`src/rob_pkg.sv`:
```
`default_nettype none
package rob_pkg;

   localparam int DEPTH    = 16;
   localparam int TAG_W    = 4;
   localparam int OCC_W    = 5;
   localparam int NUM_REGS = 32;
   localparam int REG_W    = 5;
   localparam int ID_W     = 16;

   typedef logic [TAG_W-1:0] tag_type;
   typedef logic [OCC_W-1:0] occ_type;

   typedef enum logic [1:0] {
      MODE_ALLOC    = 2'd0,
      MODE_COMPLETE = 2'd1,
      MODE_COMMIT   = 2'd2,
      MODE_FLUSH    = 2'd3
   } mode_type;

   typedef enum logic [1:0] {
      STATUS_OK        = 2'd0,
      STATUS_FULL      = 2'd1,
      STATUS_EMPTY     = 2'd2,
      STATUS_NOT_READY = 2'd3
   } status_type;

   typedef enum logic [1:0] {
      ST_IDLE,
      ST_EXEC,
      ST_COUNT
   } state_type;

   typedef struct packed {
      mode_type           mode;
      logic [ID_W-1:0]    instr_id;
      tag_type            tag;
      logic               writes_reg;
      logic [REG_W-1:0]   dest_reg;
      logic               writes_mem;
      logic signed [31:0] value;
      logic [31:0]        mem_addr;
      logic signed [31:0] mem_value;
      logic [ID_W-1:0]    branch_id;
   } req_type;

   typedef struct packed {
      status_type         status;
      tag_type            alloc_tag;
      logic [ID_W-1:0]    committed_id;
      logic               reg_write;
      logic [REG_W-1:0]   reg_index;
      logic signed [31:0] reg_value;
      logic               mem_write;
      logic [31:0]        store_addr;
      logic signed [31:0] store_data;
   } rsp_type;

   typedef struct packed {
      logic            alloc;
      logic            complete;
      logic            commit;
      logic            flush;
      logic            shift;
      tag_type         tail;
      tag_type         head;
      occ_type         occ;
   } cell_ctrl_type;

   typedef struct packed {
      logic               busy;
      logic               ready;
      logic [ID_W-1:0]    id;
      logic               writes_reg;
      logic [REG_W-1:0]   dest;
      logic               writes_mem;
      logic signed [31:0] value;
      logic [31:0]        addr;
      logic signed [31:0] store;
   } cell_view_type;

endpackage
`default_nettype wire

```
`src/rob_cell.sv`:
```
`default_nettype none
module rob_cell
   import rob_pkg::*;
(
   input  wire logic          clock,
   input  wire logic          reset,
   input  wire tag_type       cell_idx,
   input  wire cell_ctrl_type ctrl,
   input  wire req_type       req,
   input  wire logic          kill_in,
   output cell_view_type      view,
   output logic              kill_out
);

   logic               busy_ff, busy_in;
   logic               ready_ff, ready_in;
   logic [ID_W-1:0]    id_ff, id_in;
   logic               wreg_ff, wreg_in;
   logic [REG_W-1:0]   dest_ff, dest_in;
   logic               wmem_ff, wmem_in;
   logic signed [31:0] value_ff;
   logic [31:0]        addr_ff;
   logic signed [31:0] store_ff;
   logic               kill_ff, kill_in_nxt;
   logic               hit_alloc, hit_complete, hit_commit, kill;
   tag_type            ofs;

   always_comb begin
      ofs          = cell_idx - ctrl.head;
      hit_alloc    = ctrl.alloc && (ctrl.tail == cell_idx);
      hit_complete = ctrl.complete && (req.tag == cell_idx) && busy_ff;
      hit_commit   = ctrl.commit && (ctrl.head == cell_idx);
      kill         = ctrl.flush && ({1'b0, ofs} < ctrl.occ) && busy_ff
                     && (id_ff > req.branch_id);
      busy_in  = busy_ff;
      ready_in = ready_ff;
      id_in    = id_ff;
      wreg_in  = wreg_ff;
      dest_in  = dest_ff;
      wmem_in  = wmem_ff;
      if (hit_alloc) begin
         busy_in  = 1'b1;
         ready_in = 1'b0;
         id_in    = req.instr_id;
         wreg_in  = req.writes_reg;
         dest_in  = req.dest_reg;
         wmem_in  = req.writes_mem;
      end
      if (hit_complete) begin
         ready_in = 1'b1;
      end
      if (hit_commit || kill) begin
         busy_in  = 1'b0;
         ready_in = 1'b0;
         id_in    = '0;
         wreg_in  = 1'b0;
         dest_in  = '0;
         wmem_in  = 1'b0;
      end
      kill_in_nxt = kill_ff;
      if (ctrl.flush) begin
         kill_in_nxt = kill;
      end else if (ctrl.shift) begin
         kill_in_nxt = kill_in;
      end
   end

   always_ff @(posedge clock) begin
      if (reset) begin
         busy_ff  <= 1'b0;
         ready_ff <= 1'b0;
         id_ff    <= '0;
         wreg_ff  <= 1'b0;
         dest_ff  <= '0;
         wmem_ff  <= 1'b0;
         kill_ff  <= 1'b0;
      end else begin
         busy_ff  <= busy_in;
         ready_ff <= ready_in;
         id_ff    <= id_in;
         wreg_ff  <= wreg_in;
         dest_ff  <= dest_in;
         wmem_ff  <= wmem_in;
         kill_ff  <= kill_in_nxt;
      end
   end

   always_ff @(posedge clock) begin
      if (hit_complete) begin
         value_ff <= req.value;
         addr_ff  <= req.mem_addr;
         store_ff <= req.mem_value;
      end
   end

   assign view = '{busy: busy_ff, ready: ready_ff, id: id_ff, writes_reg: wreg_ff,
                   dest: dest_ff, writes_mem: wmem_ff, value: value_ff,
                   addr: addr_ff, store: store_ff};
   assign kill_out = kill_ff;

endmodule
`default_nettype wire

```
`src/reorder_buffer_unit.sv`:
```
// a word is taken at start into req_ff; the EXEC state forms its result, which is registered and strobes on rsp_valid
// a new word is taken only while busy is low; a flush of a non-empty buffer holds busy
// in the COUNT state while the kill marks shift down the cell chain to recount occupancy
// reset: synchronous, clears pointers, occupancy, slot flags and producer table
// the receiver cannot stall: each result is shown for exactly one cycle
`default_nettype none
module reorder_buffer_unit
   import rob_pkg::*;
(
   input  wire logic    clock,
   input  wire logic    reset,
   input  wire logic    start,
   input  wire req_type req_data,
   output logic         busy,
   output logic         rsp_valid,
   output rsp_type      rsp_data
);

   state_type        state_ff, state_in;
   req_type          req_ff;
   tag_type          head_ff, head_in, tail_ff, tail_in;
   occ_type          occ_ff, occ_in, killed_ff, killed_in, sum;
   tag_type          idx_ff, idx_in;
   logic             rsp_valid_ff, rsp_valid_in;
   rsp_type          rsp_ff, rsp_in;
   logic             pv_ff [NUM_REGS];
   tag_type          pt_ff [NUM_REGS];
   cell_ctrl_type    ctrl;
   cell_view_type    views [DEPTH];
   logic             kills [DEPTH+1];
   cell_view_type    hv;
   logic             full;

   assign kills[DEPTH] = 1'b0;

   for (genvar i = 0; i < DEPTH; i++) begin : g_cell
      rob_cell u_cell (
         .clock    (clock),
         .reset    (reset),
         .cell_idx (TAG_W'(i)),
         .ctrl     (ctrl),
         .req      (req_ff),
         .kill_in  (kills[i+1]),
         .view     (views[i]),
         .kill_out (kills[i])
      );
   end

   assign hv   = views[head_ff];
   assign full = (occ_ff == OCC_W'(DEPTH));
   assign sum  = killed_ff + OCC_W'(kills[0]);

   always_comb begin
      state_in     = state_ff;
      head_in      = head_ff;
      tail_in      = tail_ff;
      occ_in       = occ_ff;
      killed_in    = killed_ff;
      idx_in       = idx_ff;
      rsp_valid_in = 1'b0;
      rsp_in       = '0;
      ctrl         = '{alloc: 1'b0, complete: 1'b0, commit: 1'b0, flush: 1'b0,
                       shift: 1'b0, tail: tail_ff, head: head_ff, occ: occ_ff};
      unique case (state_ff)
         ST_IDLE: begin
            if (start) begin
               state_in = ST_EXEC;
            end
         end
         ST_EXEC: begin
            rsp_valid_in = 1'b1;
            state_in     = ST_IDLE;
            unique case (req_ff.mode)
               MODE_ALLOC: begin
                  if (full) begin
                     rsp_in.status = STATUS_FULL;
                  end else begin
                     ctrl.alloc       = 1'b1;
                     tail_in          = tail_ff + 1'b1;
                     occ_in           = occ_ff + 1'b1;
                     rsp_in.alloc_tag = tail_ff;
                  end
               end
               MODE_COMPLETE: begin
                  ctrl.complete = 1'b1;
               end
               MODE_COMMIT: begin
                  if (occ_ff == '0) begin
                     rsp_in.status = STATUS_EMPTY;
                  end else if (!hv.ready) begin
                     rsp_in.status = STATUS_NOT_READY;
                  end else begin
                     ctrl.commit         = 1'b1;
                     head_in             = head_ff + 1'b1;
                     occ_in              = occ_ff - 1'b1;
                     rsp_in.committed_id = hv.id;
                     if (hv.writes_reg) begin
                        rsp_in.reg_write = 1'b1;
                        rsp_in.reg_index = hv.dest;
                        rsp_in.reg_value = hv.value;
                     end
                     if (hv.writes_mem) begin
                        rsp_in.mem_write  = 1'b1;
                        rsp_in.store_addr = hv.addr;
                        rsp_in.store_data = hv.store;
                     end
                  end
               end
               MODE_FLUSH: begin
                  if (occ_ff != '0) begin
                     ctrl.flush = 1'b1;
                     state_in   = ST_COUNT;
                     killed_in  = '0;
                     idx_in     = '0;
                  end
               end
               default: ;
            endcase
         end
         ST_COUNT: begin
            ctrl.shift = 1'b1;
            killed_in  = sum;
            idx_in     = idx_ff + 1'b1;
            if (idx_ff == TAG_W'(DEPTH-1)) begin
               occ_in   = occ_ff - sum;
               tail_in  = head_ff + occ_in[TAG_W-1:0];
               state_in = ST_IDLE;
            end
         end
         default: state_in = ST_IDLE;
      endcase
   end

   always_ff @(posedge clock) begin
      if (reset) begin
         state_ff     <= ST_IDLE;
         head_ff      <= '0;
         tail_ff      <= '0;
         occ_ff       <= '0;
         killed_ff    <= '0;
         idx_ff       <= '0;
         rsp_valid_ff <= 1'b0;
      end else begin
         state_ff     <= state_in;
         head_ff      <= head_in;
         tail_ff      <= tail_in;
         occ_ff       <= occ_in;
         killed_ff    <= killed_in;
         idx_ff       <= idx_in;
         rsp_valid_ff <= rsp_valid_in;
      end
   end

   always_ff @(posedge clock) begin
      rsp_ff <= rsp_in;
      if (state_ff == ST_IDLE && start) begin
         req_ff <= req_data;
      end
   end

   // producer table
   always_ff @(posedge clock) begin
      if (reset) begin
         for (int r = 0; r < NUM_REGS; r++) begin
            pv_ff[r] <= 1'b0;
            pt_ff[r] <= '0;
         end
      end else if (ctrl.alloc && req_ff.writes_reg) begin
         pv_ff[req_ff.dest_reg] <= 1'b1;
         pt_ff[req_ff.dest_reg] <= tail_ff;
      end else if (ctrl.commit && hv.writes_reg && pv_ff[hv.dest]
                   && pt_ff[hv.dest] == head_ff) begin
         pv_ff[hv.dest] <= 1'b0;
         pt_ff[hv.dest] <= '0;
      end
   end

   assign busy      = (state_ff != ST_IDLE);
   assign rsp_valid = rsp_valid_ff;
   assign rsp_data  = rsp_ff;

endmodule
`default_nettype wire

```
`config.mk`:
```
export PLATFORM = sky130hd
export DESIGN_NAME = reorder_buffer_unit
export DESIGN_NICKNAME = d
export VERILOG_FILES = /design/src/rob_pkg.sv /design/src/rob_cell.sv /design/src/reorder_buffer_unit.sv
export SDC_FILE = /design/constraint.sdc
export NUM_CORES = 2
export LEC_CHECK = 0
export ABC_AREA = 1
export ABC_CLOCK_PERIOD_IN_PS = 7600
export BUFFER_PORTS_ARGS = -buffer_cell sky130_fd_sc_hd__buf_2
export CAP_MARGIN = 20
export CORE_MARGIN = 10
export CORE_UTILIZATION = 50
export CTS_CLUSTER_DIAMETER = 60
export DETAILED_ROUTE_END_ITERATION = 12
export GPL_TIMING_DRIVEN = 0
export PLACE_DENSITY_LB_ADDON = 0.05
export RECOVER_POWER = 25
export SETUP_SLACK_MARGIN = 0.02
export SYNTH_ARGS = -nofsm -noshare
export SYNTH_HDL_FRONTEND = slang
export SYNTH_HIERARCHICAL = 1
export SYNTH_SLANG_ARGS = --single-unit
```
`constraint.sdc`:
```
create_clock -name clock -period 7.6 [get_ports clock]
set_clock_uncertainty 0.15 [all_clocks]
set_input_delay 0.76 -clock clock [delete_from_list [all_inputs] [get_ports clock]]
set_output_delay 0.76 -clock clock [all_outputs]
set_load 0.03 [all_outputs]
```
Yosys cells after proc, flatten, opt, wreduce, memory -nomap -nowiden
Index checks and enable logic that the tools add are counted.
- register bits: 2243
- input bits: 144
- logic and storage cells: 598
- reduce and logical (&&, ||, !) cells: 180
- add/sub/neg operators: 24
- muxes and demuxes: 105
- order comparisons: 33
- bitwise gates (word level): 8
- equal/unequal tests: 62
- operator list (operator ; count):
    $bmux 121 s4 ; 1
    $gt 16x16->1 ; 16
    $mux 120 ; 2
    $logic_and 1x1->1 ; 113
    $eq 4x4->1 const B ; 25
    $lt 4x5->1 ; 16
    $mux 1 ; 75
    $mux 65 ; 1
    $eq 4x3->1 const B ; 12
    $mux 38 ; 1
    $reduce_bool 2->1 ; 19
    $reduce_or 2->1 ; 16
    $sub 4x4->4 const A ; 8
    $mux 5 ; 6
    $pmux 5 s2 ; 3
    $eq 4x2->1 const B ; 6
    $mux 4 ; 6
    $logic_or 1x1->1 ; 16
    $pmux 4 s2 ; 2
    $sub 3x4->4 const A ; 4
    $add 4x1->4 const B ; 3
    $eq 4x1->1 const B ; 3
    $logic_not 4->1 ; 3
    $mux 2 ; 6
    other kinds (29) ; 49

Longest topological paths before layout
- depth in word-level cells: 13
- mapped depth: 16
- gate-level depth less buffers: 15

Hierarchy
The synthesis kept the hierarchy.
- modules (own cells, without submodules) (module ; instances ; cells an instance ; area an instance (µm²)):
    rob_cell ; 16 ; 398 ; 4824.6
    reorder_buffer_unit ; 1 ; 4049 ; 25619.6

Least setup slack after synthesis
OpenSTA, ideal clock, no wires.
- path kind: flip-flop to flip-flop
- from: reg state_ff[1]
- to: reg g_cell[0].u_cell.addr_ff[0] (enable)
- data arrival time: 5825 ps
- stages on the path, launching flop included: 7
- path slack: 1071 ps
- buffers on the path: 0
- library setup time: 553 ps
- cells stage by stage: dfxtp_1 inv_1 ha_1 inv_1 nor3_1 nand4_1 nor2_1
- RTL lines (item ; RTL line ; source):
    from (decl) ; reorder_buffer_unit.sv:19 ; state_type state_ff, state_in;
    from (signal assigned) ; reorder_buffer_unit.sv:144 ; state_ff <= state_in;
    to (signal assigned) ; rob_cell.sv:91 ; addr_ff <= req.mem_addr;
    to (decl) ; rob_cell.sv:22 ; logic [31:0] addr_ff;

Worst setup path after layout
- from: reg head_ff[3]
- to: reg rsp_ff, in the netlist rsp_data[60]
- word-level cells in the longest chain between the ends: 6
- RTL lines (item ; RTL line ; source):
    from (decl) ; reorder_buffer_unit.sv:21 ; tag_type head_ff, head_in, tail_ff, tail_in;
    from (signal assigned) ; reorder_buffer_unit.sv:145 ; head_ff <= head_in;
    $not 4->5 (implied by the code) (*) ; reorder_buffer_unit.sv:49 ; assign hv = views[head_ff];
    $bmux 121 s4 (*) ; reorder_buffer_unit.sv:49 ;
    $mux 120 (implied by the code) (*) (2 in a row) ; reorder_buffer_unit.sv:49 ;
    $not 1->1 (no source line) ; n/a ;
    $reduce_or 5->1 (no source line) ; n/a ;
    to (signal assigned) ; reorder_buffer_unit.sv:155 ; rsp_ff <= rsp_in;
    to (decl) ; reorder_buffer_unit.sv:25 ; rsp_type rsp_ff, rsp_in;
Mark *: on every way between the ends. The rest lies on a longest branch, timed or not. The select of a mux whose other input is x is not followed.
A chain may end at the register's enable or synchronous reset.

==> metrics <==
Worst-Margin Slew ~1.3 ns; Die W 473 um; fin crit period 5.24 ns; HP Class in -> reg; total power 26800 uW; Max rail drop VDD 0.000306 V; WL per Instance 27.0 um; WL final 385 mm; Post-DP Area 111000 sq um; Data arrival, critical path approximately 6 ns; Post-DP HPWL 278 mm; final setup fails 0; footprint of the multi-input gates 32800 sq um; vias in the first global route 77800; NetSw approximately 6000 uW; CTS Hold Bufs 141; largest net degree at the start of global routing 81; Die Area between 200000 and 250000 sq um; Final Max Tran Viols 0; Clk Latency, worst-skew pair 0.93 ns; leak pwr 0.0472 uW; Die Y between 400 and 500 um; DRC viols 0; final hold vios 0; H-tree depth reported by CTS 4; Rows about 170; Synth Instances 10400; initial antenna violation count 17; post-cts resize count 0; Crit. End Element flop; nets 11900; I/O pin cnt approximately 270; filler instances between 15000 and 20000; highest metal used met5; Cell Pwr Density around 220 nW/um^2; share of layout cells above drive strength 1 11.4%; Clk pin slew, worst setup/hold paths 0.06 ns; final antenna-violating net count 0; initial DRC count 9724; unrepaired setup endpoints after global routing false; met2 WL about 180 mm; Placeable Area 204000 sq um; required time of the critical path 8.21 ns; Max-Cap Viols 0; wire length on met3 33.1 mm; CTS tree built; Max clock buf depth 3; Ys Warns 6; switching share of power 22.6%; CP Max Fanout 19; internal power between 20000 and 25000 uW; final instance area 121000 sq um; Area Growth Syn to Fin 17.6%; combinational share of power 3.8%; Num CTS Buffers 236; DR vias between 80000 and 90000; Max Clk Rate 191 MHz; first-pass GRT wire length 545 mm; Avg Vias per Cell about 5.7; Flop pwr share 50.4%; drt pass-1 iters 8; Syn Area/Cell 9.87 sq um; Initial Util about half; routability cong. 0.947; crit share post-route between 60% and 70%; Post CTS Setup Buffer Count 0; Setup crit start kind flop; clk sinks about 2200; GRT overflow 0; M1 WL 150 mm; critical path type reg -> reg; setup TNS 0 ns; gr usage total 33.5%; Post-Syn Area 103000 sq um; status finished clean; register area 61700 sq um; clock group share of total power between 40% and 50%; Root Buffer clkbuf_16; I/O Buffers 270; slew margin rel. about an eighth
==> worst max-delay path: stages, from the launching register on <==
cell and delay (ns):
dfxtp_2 0.55, clkbuf_1 0.41, inv_2 0.69, nand2_1 0.11
nor2_1 0.11, nand2_1 0.10, nand2_2 0.31, nand3_4 0.37
inv_2 0.72, nand2_1 0.36, clkbuf_1 0.56, a21oi_1 0.63
==> placed cells by master (no fill, tap or decap), drive strengths merged, types with 2 or more instances in the layout <==
cell / count
a21o: 16
a21oi: 331
a31oi: 12
buf: 707
bufinv: 31
clkbuf: 560
clkinv: 86
clkinvlp: 17
conb: 161
dfxtp: 566
diode: 8
dlygate4sd3: 141
edfxtp: 1677
fa: 19
ha: 370
inv: 1530
nand2: 1451
nand3: 268
nand3b: 2
nand4: 101
nor2: 1610
nor3: 2
o2111ai: 15
o211ai: 110
o21a: 4
o21ai: 1268
o21bai: 32
o221ai: 188
o22ai: 129
o31ai: 17
or2: 34
xnor2: 37
xor2: 57
==> power groups by stage <==
stage / sequential [uW] / combinational [uW] / clock (uW)
2_1_floorplan: 13700 / 553 / 0
3_3_place_gp: 13900 / 760 / 0
3_5_place_dp: 13800 / 928 / 0
4_1_cts: 13500 / 990 / 12400
5_1_grt: 13500 / 1130 / 12900
6_report: 13500 / 1010 / 12300
==> worst paths after layout <==
kind | from | to | slack, ns | cells past startpoint
setup / recovery | head_ff[3] | rsp_data[60] | 2.36 | 11
hold / removal | start | state_ff[1] | 0.19 | 4
setup reg to reg | head_ff[3] | rsp_data[60] | 2.36 | 11
hold reg to reg | killed_ff[0] | killed_ff[0] | 0.33 | 2
==> per-stage QoR <==
stage | instances | setup WS (ns) | hold WS, ns | util (%)
after CTS | 14200 | 2.47 | 0.140 | 59.1
after global placement | 13500 | -7.14 | 0.310 | 52.8
after floorplan | 10600 | 1.07 | 0.300 | -
final | 14200 | 2.36 | 0.188 | 59.1
after detailed placement | 13600 | 2.47 | 0.323 | 54.3
after global routing | 14200 | 2.39 | 0.203 | 59.1
==> per-layer routing <==
layer  up-vias  global-route usage (%)
met5         -                       0
met1     39400                    43.1
met2      4138                    53.6
met3       967                    5.69
met4        10                    19.2
li1      36700                       -
==> state kept, by name (all words and copies together) (netlist names) <==
signal                  count
g_cell.u_cell/busy_ff      16
killed_ff                   5
rsp_data                  125
state_ff                    2
g_cell.u_cell/dest_ff      80
g_cell.u_cell/wreg_ff      16
g_cell.u_cell/ready_ff     16
tail_ff                     4
rsp_valid                   1
head_ff                     4
req_ff                    141
occ_ff                      5
idx_ff                      4
g_cell.u_cell/store_ff    512
g_cell.u_cell/id_ff       256
g_cell.u_cell/wmem_ff      16
g_cell.u_cell/kill_out     16
g_cell.u_cell/addr_ff     512
g_cell.u_cell/value_ff    512
==> area by class of cell <==
class / instances / share of cell area [%]
diodes: 8 / 0.0166
plain buffers: 559 / 2.65
well taps: 2688 / 2.78
clock buffers: 304 / 5.34
repair buffers: 545 / 4.67
flip-flops and latches: 2243 / 51.1
clock inverters: 143 / 1.56
multi-input cells: 6237 / 27.2
inverters: 1521 / 4.73
(Power assumes the default switching activity.)
